[config.mk]
export PLATFORM = sky130hd
export DESIGN_NAME = mfm_track_format_generator_core
export DESIGN_NICKNAME = d
export VERILOG_FILES = /design/src/rtl/mfmtfg_pkg.sv /design/src/rtl/mfmtfg_front.sv /design/src/rtl/mfmtfg_engine.sv /design/src/rtl/mfm_track_format_generator_core.sv
export SDC_FILE = /design/constraint.sdc
export NUM_CORES = 1
export LEC_CHECK = 0
export BUFFER_PORTS_ARGS = -buffer_cell sky130_fd_sc_hd__buf_2
export CELL_PAD_IN_SITES_DETAIL_PLACEMENT = 1
export CELL_PAD_IN_SITES_GLOBAL_PLACEMENT = 2
export CORE_MARGIN = 4
export CORE_UTILIZATION = 40
export DETAILED_ROUTE_END_ITERATION = 8
export GPL_ROUTABILITY_DRIVEN = 0
export MAX_ROUTING_LAYER = met4
export PLACE_DENSITY_LB_ADDON = 0.25
export SETUP_SLACK_MARGIN = 0.5
export SLEW_MARGIN = 20
export SYNTH_ARGS = -nofsm -noshare
export SYNTH_HDL_FRONTEND = slang
export SYNTH_SLANG_ARGS = --single-unit
[constraint.sdc]
create_clock -name i_clk -period 10.5 [get_ports i_clk]
set_input_delay 1.575 -clock i_clk [delete_from_list [all_inputs] [get_ports i_clk]]
set_output_delay 1.575 -clock i_clk [all_outputs]
set_load 0.05 [all_outputs]
[src/rtl/mfmtfg_pkg.sv]
// Shared types, constants, the interleave lookup and the CRC function for the MFM track format generator.
package mfmtfg_pkg;

    localparam int unsigned TABLE_BYTES  = 128;
    localparam int unsigned MARK_SLOTS_D = 64;
    localparam int unsigned ILV_LEN_D    = 18;
    localparam int unsigned ILV_ENTRIES  = 18;

    localparam int unsigned CFG_IDX_W  = 3;
    localparam int unsigned CFG_DATA_W = 14;
    localparam int unsigned IN_DATA_W  = 16;
    localparam int unsigned OUT_DATA_W = 48;

    localparam logic [7:0] B_GAP   = 8'h4e;
    localparam logic [7:0] B_ZERO  = 8'h00;
    localparam logic [7:0] B_IAM   = 8'hc2;
    localparam logic [7:0] B_IDXAM = 8'hfc;
    localparam logic [7:0] B_SYNC  = 8'ha1;
    localparam logic [7:0] B_IDAM  = 8'hfe;
    localparam logic [7:0] B_DAM   = 8'hfb;
    localparam logic [7:0] B_FILL  = 8'he5;

    localparam logic [14:0] LEN_MIN    = 15'd130;
    localparam logic [14:0] LEN_MAX    = 15'd10560;
    localparam logic [6:0]  SPT_MAX    = 7'd64;
    localparam logic [15:0] SECTOR_PAD = 16'd82;

    typedef enum logic [2:0] {
        CFG_SPT    = 3'd0,
        CFG_FIRST  = 3'd1,
        CFG_SIZE   = 3'd2,
        CFG_ILV    = 3'd3,
        CFG_TBYTES = 3'd4,
        CFG_DD     = 3'd5
    } t_cfg_idx;

    typedef enum logic [1:0] {
        ST_BYTE     = 2'd0,
        ST_STARTED  = 2'd1,
        ST_REJECTED = 2'd2,
        ST_IDLE     = 2'd3
    } t_status;

    typedef struct packed {
        logic       is_start;
        logic [7:0] cylinder;
        logic       head_number;
    } t_req;

    function automatic logic [4:0] ilv_lookup(input logic mode, input logic [4:0] idx);
        logic [4:0] two;
        logic [4:0] three;
        begin
            case (idx)
                5'd0:  begin two = 5'd0;  three = 5'd0;  end
                5'd1:  begin two = 5'd9;  three = 5'd6;  end
                5'd2:  begin two = 5'd1;  three = 5'd12; end
                5'd3:  begin two = 5'd10; three = 5'd1;  end
                5'd4:  begin two = 5'd2;  three = 5'd7;  end
                5'd5:  begin two = 5'd11; three = 5'd13; end
                5'd6:  begin two = 5'd3;  three = 5'd2;  end
                5'd7:  begin two = 5'd12; three = 5'd8;  end
                5'd8:  begin two = 5'd4;  three = 5'd14; end
                5'd9:  begin two = 5'd13; three = 5'd3;  end
                5'd10: begin two = 5'd5;  three = 5'd9;  end
                5'd11: begin two = 5'd14; three = 5'd15; end
                5'd12: begin two = 5'd6;  three = 5'd4;  end
                5'd13: begin two = 5'd15; three = 5'd10; end
                5'd14: begin two = 5'd7;  three = 5'd16; end
                5'd15: begin two = 5'd16; three = 5'd5;  end
                5'd16: begin two = 5'd8;  three = 5'd11; end
                5'd17: begin two = 5'd17; three = 5'd17; end
                default: begin two = idx; three = idx; end
            endcase
            return mode ? three : two;
        end
    endfunction

    function automatic logic [15:0] crc_byte(input logic [15:0] crc_in, input logic [7:0] v);
        logic [15:0] c;
        begin
            c = crc_in ^ {v, 8'h00};
            for (int i = 0; i < 8; i++) begin
                c = c[15] ? ({c[14:0], 1'b0} ^ 16'h1021) : {c[14:0], 1'b0};
            end
            return c;
        end
    endfunction

endpackage

[src/rtl/mfmtfg_front.sv]
// Request intake: accepts items, classifies them and queues them for the engine.
module mfmtfg_front (
    input  logic                 i_clk,
    input  logic                 i_rst_n,
    input  logic                 i_s_axis_tvalid,
    output logic                 o_s_axis_tready,
    input  logic [15:0]          i_s_axis_tdata,   // cylinder[7:0], head_number[8], zero
    input  logic                 i_s_axis_tuser,   // req_type
    output logic                 o_req_valid,
    input  logic                 i_req_ready,
    output mfmtfg_pkg::t_req     o_req
);
    import mfmtfg_pkg::*;

    t_req       r_q [2];
    logic       r_wr_ptr;
    logic       r_rd_ptr;
    logic [1:0] r_count;

    logic push;
    logic pop;

    assign o_s_axis_tready = (r_count != 2'd2);
    assign o_req_valid     = (r_count != 2'd0);
    assign o_req           = r_q[r_rd_ptr];
    assign push            = i_s_axis_tvalid && o_s_axis_tready;
    assign pop             = o_req_valid && i_req_ready;

    always_ff @(posedge i_clk) begin
        if (push) begin
            r_q[r_wr_ptr] <= '{is_start:    ~i_s_axis_tuser,
                               cylinder:    i_s_axis_tdata[7:0],
                               head_number: i_s_axis_tdata[8]};
        end
    end

    always_ff @(posedge i_clk) begin
        if (!i_rst_n) begin
            r_wr_ptr <= 1'b0;
            r_rd_ptr <= 1'b0;
            r_count  <= 2'd0;
        end else begin
            if (push) begin
                r_wr_ptr <= ~r_wr_ptr;
            end
            if (pop) begin
                r_rd_ptr <= ~r_rd_ptr;
            end
            case ({push, pop})
                2'b10:   r_count <= r_count + 2'd1;
                2'b01:   r_count <= r_count - 2'd1;
                default: r_count <= r_count;
            endcase
        end
    end

endmodule

[src/rtl/mfmtfg_engine.sv]
// Track layout engine: configuration, phase sequencer, CRC and result register.
module mfmtfg_engine #(
    parameter int unsigned MARK_SLOTS     = mfmtfg_pkg::MARK_SLOTS_D,
    parameter int unsigned INTERLEAVE_LEN = mfmtfg_pkg::ILV_LEN_D
) (
    input  logic                                i_clk,
    input  logic                                i_rst_n,
    input  logic                                i_cfg_we,
    input  logic [mfmtfg_pkg::CFG_IDX_W-1:0]    i_cfg_index,
    input  logic [mfmtfg_pkg::CFG_DATA_W-1:0]   i_cfg_data,
    input  logic                                i_req_valid,
    output logic                                o_req_ready,
    input  mfmtfg_pkg::t_req                    i_req,
    output logic                                o_m_axis_tvalid,
    input  logic                                i_m_axis_tready,
    output logic [mfmtfg_pkg::OUT_DATA_W-1:0]   o_m_axis_tdata,
    output logic                                o_m_axis_tlast
);
    import mfmtfg_pkg::*;

    typedef enum logic [4:0] {
        PH_GAP0      = 5'd0,
        PH_SYNC0     = 5'd1,
        PH_IAM       = 5'd2,
        PH_IDXAM     = 5'd3,
        PH_GAP1      = 5'd4,
        PH_ID_SYNC   = 5'd6,
        PH_ID_A1     = 5'd7,
        PH_ID_AM     = 5'd8,
        PH_CYL       = 5'd9,
        PH_HEAD      = 5'd10,
        PH_SEC       = 5'd11,
        PH_SIZE      = 5'd12,
        PH_ID_CRC    = 5'd13,
        PH_GAP2      = 5'd14,
        PH_DATA_SYNC = 5'd15,
        PH_DATA_A1   = 5'd16,
        PH_DAM       = 5'd17,
        PH_DATA      = 5'd18,
        PH_DATA_CRC  = 5'd19,
        PH_GAP3      = 5'd20,
        PH_FILL      = 5'd21
    } t_phase;

    logic [6:0]  r_spt;
    logic [7:0]  r_first;
    logic [1:0]  r_size;
    logic        r_ilv;
    logic [13:0] r_tbytes;
    logic        r_dd;

    logic        r_busy;
    t_phase      r_phase;
    logic [10:0] r_cnt;
    logic [13:0] r_off;
    logic [6:0]  r_sidx;
    logic [15:0] r_crc;
    logic [7:0]  r_cyl;
    logic        r_head;
    logic [6:0]  r_marks;

    logic        r_m_valid;
    t_status     r_status;
    logic [7:0]  r_data;
    logic [13:0] r_offset;
    logic        r_flag;
    logic [5:0]  r_slot;
    logic [15:0] r_entry;
    logic        r_last;

    logic        n_busy;
    t_phase      n_phase;
    logic [10:0] n_cnt;
    logic [13:0] n_off;
    logic [6:0]  n_sidx;
    logic [15:0] n_crc;
    logic [7:0]  n_cyl;
    logic        n_head;
    logic [6:0]  n_marks;
    t_status     n_status;
    logic [7:0]  n_data;
    logic [13:0] n_offset;
    logic        n_flag;
    logic [5:0]  n_slot;
    logic [15:0] n_entry;
    logic        n_last;

    logic        fire;
    logic [14:0] w_len;
    logic [10:0] w_sec_len;
    logic [10:0] w_ph_len;
    logic [11:0] w_cnt_inc;
    logic [14:0] w_next_off;
    logic [6:0]  w_sidx_adv;
    logic        w_fits;
    t_phase      w_choose;
    logic [7:0]  w_sec_id;
    logic [4:0]  w_ilv;
    logic [7:0]  w_byte;
    logic        w_crc_in;
    logic [15:0] w_crc_base;

    assign fire        = i_req_valid && (!r_m_valid || i_m_axis_tready);
    assign o_req_ready = !r_m_valid || i_m_axis_tready;

    assign w_len      = 15'(r_tbytes) + 15'(r_tbytes[0]);
    assign w_sec_len  = 11'd128 << r_size;
    assign w_cnt_inc  = 12'(r_cnt) + 12'd1;
    assign w_next_off = 15'(r_off) + 15'd1;
    assign w_sidx_adv = (r_phase == PH_GAP3) ? (r_sidx + 7'd1) : r_sidx;
    assign w_fits     = (w_sidx_adv < r_spt) && (r_marks < 7'(MARK_SLOTS)) &&
                        ((16'(w_next_off) + 16'(w_sec_len) + SECTOR_PAD) < 16'(w_len));
    assign w_choose   = w_fits ? PH_ID_SYNC : PH_FILL;
    assign w_ilv      = ilv_lookup(r_ilv, r_sidx[4:0]);
    assign w_sec_id   = (((32'(r_sidx) < INTERLEAVE_LEN) && (32'(r_sidx) < ILV_ENTRIES))
                         ? 8'(w_ilv) : 8'(r_sidx)) + r_first;

    always_comb begin
        case (r_phase)
            PH_GAP0:                   w_ph_len = 11'd54;
            PH_SYNC0:                  w_ph_len = 11'd9;
            PH_IAM:                    w_ph_len = 11'd3;
            PH_GAP1:                   w_ph_len = 11'd32;
            PH_ID_SYNC:                w_ph_len = 11'd8;
            PH_ID_A1, PH_DATA_A1:      w_ph_len = 11'd3;
            PH_ID_CRC, PH_DATA_CRC:    w_ph_len = 11'd2;
            PH_GAP2:                   w_ph_len = 11'd22;
            PH_DATA_SYNC:              w_ph_len = 11'd12;
            PH_DATA:                   w_ph_len = w_sec_len;
            PH_GAP3:                   w_ph_len = 11'd24;
            default:                   w_ph_len = 11'd1;
        endcase
    end

    always_comb begin
        w_byte     = B_GAP;
        w_crc_in   = 1'b0;
        w_crc_base = r_crc;
        case (r_phase)
            PH_SYNC0, PH_ID_SYNC, PH_DATA_SYNC: w_byte = B_ZERO;
            PH_IAM:   w_byte = B_IAM;
            PH_IDXAM: w_byte = B_IDXAM;
            PH_ID_A1, PH_DATA_A1: begin
                if (r_cnt == 11'd0) begin
                    w_crc_base = 16'hffff;
                end
                w_byte   = B_SYNC;
                w_crc_in = 1'b1;
            end
            PH_ID_AM: begin w_byte = B_IDAM;  w_crc_in = 1'b1; end
            PH_CYL:   begin w_byte = r_cyl;   w_crc_in = 1'b1; end
            PH_HEAD:  begin w_byte = {7'd0, r_head}; w_crc_in = 1'b1; end
            PH_SEC:   begin w_byte = w_sec_id; w_crc_in = 1'b1; end
            PH_SIZE:  begin w_byte = {6'd0, r_size}; w_crc_in = 1'b1; end
            PH_ID_CRC, PH_DATA_CRC: w_byte = (r_cnt == 11'd0) ? r_crc[15:8] : r_crc[7:0];
            PH_DAM:   begin w_byte = B_DAM;  w_crc_in = 1'b1; end
            PH_DATA:  begin w_byte = B_FILL; w_crc_in = 1'b1; end
            default:  w_byte = B_GAP;
        endcase
    end

    always_comb begin
        n_busy   = r_busy;
        n_phase  = r_phase;
        n_cnt    = r_cnt;
        n_off    = r_off;
        n_sidx   = r_sidx;
        n_crc    = r_crc;
        n_cyl    = r_cyl;
        n_head   = r_head;
        n_marks  = r_marks;
        n_status = ST_BYTE;
        n_data   = 8'd0;
        n_offset = 14'd0;
        n_flag   = 1'b0;
        n_slot   = 6'd0;
        n_entry  = 16'd0;
        n_last   = 1'b0;
        if (i_req.is_start) begin
            if (!r_dd || (r_spt > SPT_MAX) || (w_len < LEN_MIN) || (w_len > LEN_MAX)) begin
                n_busy   = 1'b0;
                n_status = ST_REJECTED;
            end else begin
                n_busy   = 1'b1;
                n_phase  = PH_GAP0;
                n_cnt    = 11'd0;
                n_off    = 14'(TABLE_BYTES);
                n_sidx   = 7'd0;
                n_crc    = 16'hffff;
                n_cyl    = i_req.cylinder;
                n_head   = i_req.head_number;
                n_marks  = 7'd0;
                n_status = ST_STARTED;
                n_offset = 14'(TABLE_BYTES);
            end
        end else if (!r_busy) begin
            n_status = ST_IDLE;
            n_offset = r_off;
        end else begin
            n_data   = w_byte;
            n_offset = r_off;
            n_crc    = w_crc_in ? crc_byte(w_crc_base, w_byte) : w_crc_base;
            if (r_phase == PH_ID_AM) begin
                n_flag  = 1'b1;
                n_slot  = r_marks[5:0];
                n_entry = {2'b10, r_off};
                n_marks = r_marks + 7'd1;
            end
            n_off = w_next_off[13:0];
            if (w_next_off >= w_len) begin
                n_last = 1'b1;
                n_busy = 1'b0;
            end else if (r_phase == PH_FILL) begin
                n_cnt = 11'd0;
            end else if (w_cnt_inc >= 12'(w_ph_len)) begin
                n_cnt = 11'd0;
                case (r_phase)
                    PH_GAP0:      n_phase = PH_SYNC0;
                    PH_SYNC0:     n_phase = PH_IAM;
                    PH_IAM:       n_phase = PH_IDXAM;
                    PH_IDXAM:     n_phase = PH_GAP1;
                    PH_GAP1:      n_phase = w_choose;
                    PH_ID_SYNC:   n_phase = PH_ID_A1;
                    PH_ID_A1:     n_phase = PH_ID_AM;
                    PH_ID_AM:     n_phase = PH_CYL;
                    PH_CYL:       n_phase = PH_HEAD;
                    PH_HEAD:      n_phase = PH_SEC;
                    PH_SEC:       n_phase = PH_SIZE;
                    PH_SIZE:      n_phase = PH_ID_CRC;
                    PH_ID_CRC:    n_phase = PH_GAP2;
                    PH_GAP2:      n_phase = PH_DATA_SYNC;
                    PH_DATA_SYNC: n_phase = PH_DATA_A1;
                    PH_DATA_A1:   n_phase = PH_DAM;
                    PH_DAM:       n_phase = PH_DATA;
                    PH_DATA:      n_phase = PH_DATA_CRC;
                    PH_DATA_CRC:  n_phase = PH_GAP3;
                    PH_GAP3: begin
                        n_sidx  = w_sidx_adv;
                        n_phase = w_choose;
                    end
                    default:      n_phase = PH_FILL;
                endcase
            end else begin
                n_cnt = w_cnt_inc[10:0];
            end
        end
    end

    always_ff @(posedge i_clk) begin
        if (!i_rst_n) begin
            r_spt     <= 7'd18;
            r_first   <= 8'd1;
            r_size    <= 2'd1;
            r_ilv     <= 1'b0;
            r_tbytes  <= 14'd6400;
            r_dd      <= 1'b1;
            r_busy    <= 1'b0;
            r_phase   <= PH_GAP0;
            r_cnt     <= 11'd0;
            r_off     <= 14'(TABLE_BYTES);
            r_sidx    <= 7'd0;
            r_crc     <= 16'hffff;
            r_cyl     <= 8'd0;
            r_head    <= 1'b0;
            r_marks   <= 7'd0;
            r_m_valid <= 1'b0;
        end else begin
            if (i_cfg_we) begin
                case (t_cfg_idx'(i_cfg_index))
                    CFG_SPT:    r_spt    <= i_cfg_data[6:0];
                    CFG_FIRST:  r_first  <= i_cfg_data[7:0];
                    CFG_SIZE:   r_size   <= i_cfg_data[1:0];
                    CFG_ILV:    r_ilv    <= i_cfg_data[0];
                    CFG_TBYTES: r_tbytes <= i_cfg_data;
                    CFG_DD:     r_dd     <= i_cfg_data[0];
                    default: ;
                endcase
            end
            if (fire) begin
                r_busy  <= n_busy;
                r_phase <= n_phase;
                r_cnt   <= n_cnt;
                r_off   <= n_off;
                r_sidx  <= n_sidx;
                r_crc   <= n_crc;
                r_cyl   <= n_cyl;
                r_head  <= n_head;
                r_marks <= n_marks;
            end
            if (fire) begin
                r_m_valid <= 1'b1;
            end else if (i_m_axis_tready) begin
                r_m_valid <= 1'b0;
            end
        end
    end

    always_ff @(posedge i_clk) begin
        if (fire) begin
            r_status <= n_status;
            r_data   <= n_data;
            r_offset <= n_offset;
            r_flag   <= n_flag;
            r_slot   <= n_slot;
            r_entry  <= n_entry;
            r_last   <= n_last;
        end
    end

    assign o_m_axis_tvalid = r_m_valid;
    assign o_m_axis_tdata  = {1'b0, r_entry, r_slot, r_flag, r_offset, r_data, r_status};
    assign o_m_axis_tlast  = r_last;

endmodule

[src/rtl/mfm_track_format_generator_core.sv]
// Each accepted item is written into the two-entry request queue and, when the engine
// takes it, its result is written into the output register.
// Throughput: one item per cycle while the output is not stalled.
// A two-entry request queue decouples intake from the engine's output stall.
// Reset (i_rst_n low, synchronous): configuration to defaults, track idle,
// offset 128, CRC all ones, queue and output empty.
// Top level of the MFM double-density track format generator.
module mfm_track_format_generator_core #(
    parameter int unsigned MARK_SLOTS     = mfmtfg_pkg::MARK_SLOTS_D,
    parameter int unsigned INTERLEAVE_LEN = mfmtfg_pkg::ILV_LEN_D
) (
    input  logic                                i_clk,
    input  logic                                i_rst_n,
    input  logic                                i_cfg_we,
    input  logic [mfmtfg_pkg::CFG_IDX_W-1:0]    i_cfg_index,
    input  logic [mfmtfg_pkg::CFG_DATA_W-1:0]   i_cfg_data,
    input  logic                                i_s_axis_tvalid,
    output logic                                o_s_axis_tready,
    // cylinder[7:0], head_number[8], zero[15:9]
    input  logic [mfmtfg_pkg::IN_DATA_W-1:0]    i_s_axis_tdata,
    // req_type
    input  logic                                i_s_axis_tuser,
    output logic                                o_m_axis_tvalid,
    input  logic                                i_m_axis_tready,
    // status[1:0], data_byte[9:2], byte_offset[23:10], id_mark_flag[24],
    // id_mark_slot[30:25], id_mark_entry[46:31], zero[47]
    output logic [mfmtfg_pkg::OUT_DATA_W-1:0]   o_m_axis_tdata,
    // last_byte
    output logic                                o_m_axis_tlast
);
    import mfmtfg_pkg::*;

    logic req_valid;
    logic req_ready;
    t_req req;

    mfmtfg_front u_front (
        .i_clk           (i_clk),
        .i_rst_n         (i_rst_n),
        .i_s_axis_tvalid (i_s_axis_tvalid),
        .o_s_axis_tready (o_s_axis_tready),
        .i_s_axis_tdata  (i_s_axis_tdata),
        .i_s_axis_tuser  (i_s_axis_tuser),
        .o_req_valid     (req_valid),
        .i_req_ready     (req_ready),
        .o_req           (req)
    );

    mfmtfg_engine #(
        .MARK_SLOTS     (MARK_SLOTS),
        .INTERLEAVE_LEN (INTERLEAVE_LEN)
    ) u_engine (
        .i_clk           (i_clk),
        .i_rst_n         (i_rst_n),
        .i_cfg_we        (i_cfg_we),
        .i_cfg_index     (i_cfg_index),
        .i_cfg_data      (i_cfg_data),
        .i_req_valid     (req_valid),
        .o_req_ready     (req_ready),
        .i_req           (req),
        .o_m_axis_tvalid (o_m_axis_tvalid),
        .i_m_axis_tready (i_m_axis_tready),
        .o_m_axis_tdata  (o_m_axis_tdata),
        .o_m_axis_tlast  (o_m_axis_tlast)
    );

endmodule

==> summary.md <==
| Metric | Value |
|---|---|
| Crit path launch type | `flip-flop` |
| Vias in the first global route | `9878` |
| Relative slew slack | `35.9%` |
| Clock Tree Buf Depth | `2` |
| Syn Inst Count | `1321` |
| Synth top area cells | `dfxtp_1 (19%), edfxtp_1 (17%), ha_1 (8.2%)` |
| Post-synthesis cell area | `0.0116 mm^2` |
| Final net count | `1453` |
| Power Density | `184 mW/mm^2` |
| Clock sink total | `175` |
| Worst skew pair latency | `450 ps` |
| Starting Density | `40.5%` |
| Port Buf Inserts | `80` |
| WL final | `34500 um` |
| Core area | `0.0286 mm^2` |
| Tmin final | `5430 ps` |
| Register bit total from synthesis | `175` |
| H-tree Lvls | `4` |
| Final hold violations | `0` |
| Layout area overhead | `9.99%` |
| CTS tree | `done` |
| Cells after DPL | `1702` |
| First-pass GRT wire length | `55200 um` |
| Drt wl/cell | `19.9 um` |
| Largest net degree at the start of global routing | `67` |
| Worst setup path class | `flip-flop to flip-flop` |
| Status | `complete, no violations` |
| CTS buffer count | `17` |
| Max-cap viol count | `0` |
| Worst vdd ir | `0.167 mV` |
| Diodes inserted | `0` |
| Iter 0 DRT Violations | `725` |
| Chip height | `178 um` |
| Number of synthesized flops with an enable pin | `66` |
| Via density | `5.72` |
| Total grt overflow | `0` |
| IO Pins | `90` |
| Pins over their slew limit | `0` |
| Count leader, synth | `nand2_1` |
| Least-Margin Pin Slew | `962 ps` |
| Period utilisation layout | `51.7%` |
| CTS root buffer | `clkbuf_16` |
| # DRC | `0` |
| Lkg Pwr | `4.77 nW` |
| Post-Layout Inst Area | `0.0127 mm^2` |
| Setup crit end kind | `flip-flop` |
| Asr flop ratio synth | `0%` |
| Share of post-route cells with drive strength above 1 | `11.5%` |
| Dominant synthesized flop cell | `dfxtp_1` |
| Fin cells | `1734` |
| Resized Gates After CTS | `0` |
| Area after DPL | `0.0122 mm^2` |
| Hold WC Path Type | `flip-flop to flip-flop` |
| Synth top cells by count | `nand2_1 (132), dfxtp_1 (109), nor2_1 (101), a21oi_1 (95), ha_1 (76)` |
| DPL Wire Length | `24900 um` |
| Mean post-synth cell area | `8.77 um^2` |
| WP data arrival | `5760 ps` |
| Pwr Total | `0.00234 W` |
| Num rows | `62` |
| Warnings from Yosys | `0` |
| Setup TNS Final | `0 ps` |
| Post-synth top area cell | `dfxtp_1` |
| Total track usage | `22.5%` |
| Full die area | `0.0318 mm^2` |
| Via count | `9917` |
| RSZ-0062 raised after global routing | `no` |
| Die width | `178 um` |
| Router iterations before antenna repair | `5` |
| Postcts setup bufs | `0` |
| Antenna violations before repair | `0` |
| Worst-path fanout max | `21` |
| Crit path required time | `10830 ps` |
| Hold-fix buffer count after cts | `0` |
| Count of final setup violators | `0` |
| Fill count | `3384` |
| Post-DRT Antenna Nets | `0` |
| Setup Skew | `12.6 ps` |
| FMAX | `184 MHz` |
| Clk slew on worst S/H paths | `70 ps` |
| Yosys top cell area share | `18.8%` |
| Register area share after synthesis | `35.9%` |
| Post-synth cell types | `97` |
[metrics by stage]
stage / setup slack (ps) / utilization (%) / hold slack, ps
after global routing: 4500 / 44.5 / 519
after detailed placement: 5240 / 42.5 / 483
after global placement: 5300 / 42.5 / 472
final: 5070 / 44.5 / 495
after floorplan: 5940 / - / 440
after CTS: 5130 / 44.5 / 493
[power by group]
group / leakage, nW / internal, W / switching, W / total (W)
combinational: 2.97 / 0.000179 / 0.000614 / 0.000793
sequential: 1.52 / 0.000840 / 0.0000539 / 0.000894
clock: 0.281 / 0.000356 / 0.000297 / 0.000653
[state kept, by name, indices dropped and copies added, names as in the netlist, 11 cells and up, named ones only]
name / flops
u_engine.r_tbytes: 14
u_engine.r_offset: 14
u_front.r_q: 20
u_engine.r_entry: 14
u_engine.r_off: 14
u_engine.r_crc: 16
u_engine.r_cnt: 11
[worst paths after layout]
kind                                         from                             end  slack, ps  depth (start not counted)
setup / recovery  u_engine.r_sidx[2]$_SDFFE_PN0P_  u_engine.r_crc[2]$_SDFFE_PN1P_       5070                         17
hold / removal     u_engine.r_spt[6]$_SDFFE_PN0P_  u_engine.r_spt[6]$_SDFFE_PN0P_        500                          2
setup reg to reg  u_engine.r_sidx[2]$_SDFFE_PN0P_  u_engine.r_crc[2]$_SDFFE_PN1P_       5070                         17
hold reg to reg    u_engine.r_spt[6]$_SDFFE_PN0P_  u_engine.r_spt[6]$_SDFFE_PN0P_        500                          2
[cell usage in the layout (no fill, tap or decap), types with 17 or more instances in the layout]
cell type / netlist / layout
nand3_1: 42 / 42
nor3_1: 27 / 27
nand2_1: 132 / 132
ha_1: 76 / 76
xnor2_1: 46 / 46
dfxtp_1: 109 / 109
clkbuf_16: 0 / 17
a21o_1: 18 / 18
nor2_1: 101 / 100
nand2b_1: 19 / 19
a21oi_1: 95 / 94
xor2_1: 24 / 24
and2_1: 39 / 39
nor2b_1: 18 / 18
buf_2: 19 / 80
edfxtp_1: 66 / 66
inv_1: 38 / 36
mux2i_1: 31 / 30
o21ai_0: 60 / 59
a211oi_1: 19 / 19
nand4_1: 33 / 33
[final cells by class]
type	instances	area [um^2]	area share [%]
clock inverter	13	153	1.20
clock buffer	19	433	3.40
multi-input combinational	1014	6900	54.1
inverter	40	150	1.18
tap	384	480	3.77
sequential	175	4160	32.7
timing repair buffer	89	468	3.67
[layer usage]
metal	track usage, %	vias to the layer above	wire length, um
li1	-	4866	-
met1	31.2	4846	17100
met2	34.9	179	15700
met3	3.73	26	1230
met4	4.76	0	466
met5	-	-	0
[cells by family after synthesis]
logic type,Yosys count,share of synthesized area [%]
AOI/OAI and AO/OA,340,20.0
adders and majority gates,77,8.38
xor gates and xnor gates,75,6.21
muxes,33,2.87
DFF,175,35.9
buffers and inverters,133,4.74
and+or+nand+nor,487,21.8
other,1,0.0324
[critical path, cell delays in order, from the launching register on]
cell	delay (ps)
dfxtp_1	830
nand2_1	360
o32ai_1	440
nor2_1	60
o21ai_0	130
o311a_1	410
o311ai_0	220
o21ai_0	130
ha_1	240
inv_1	90
fa_1	400
nor2b_1	190
o221ai_1	200
a21oi_1	210
mux2i_1	470
nor2_1	150
xnor3_1	470
o32a_1	320
Note: power is estimated with default switching activity, not from simulation.
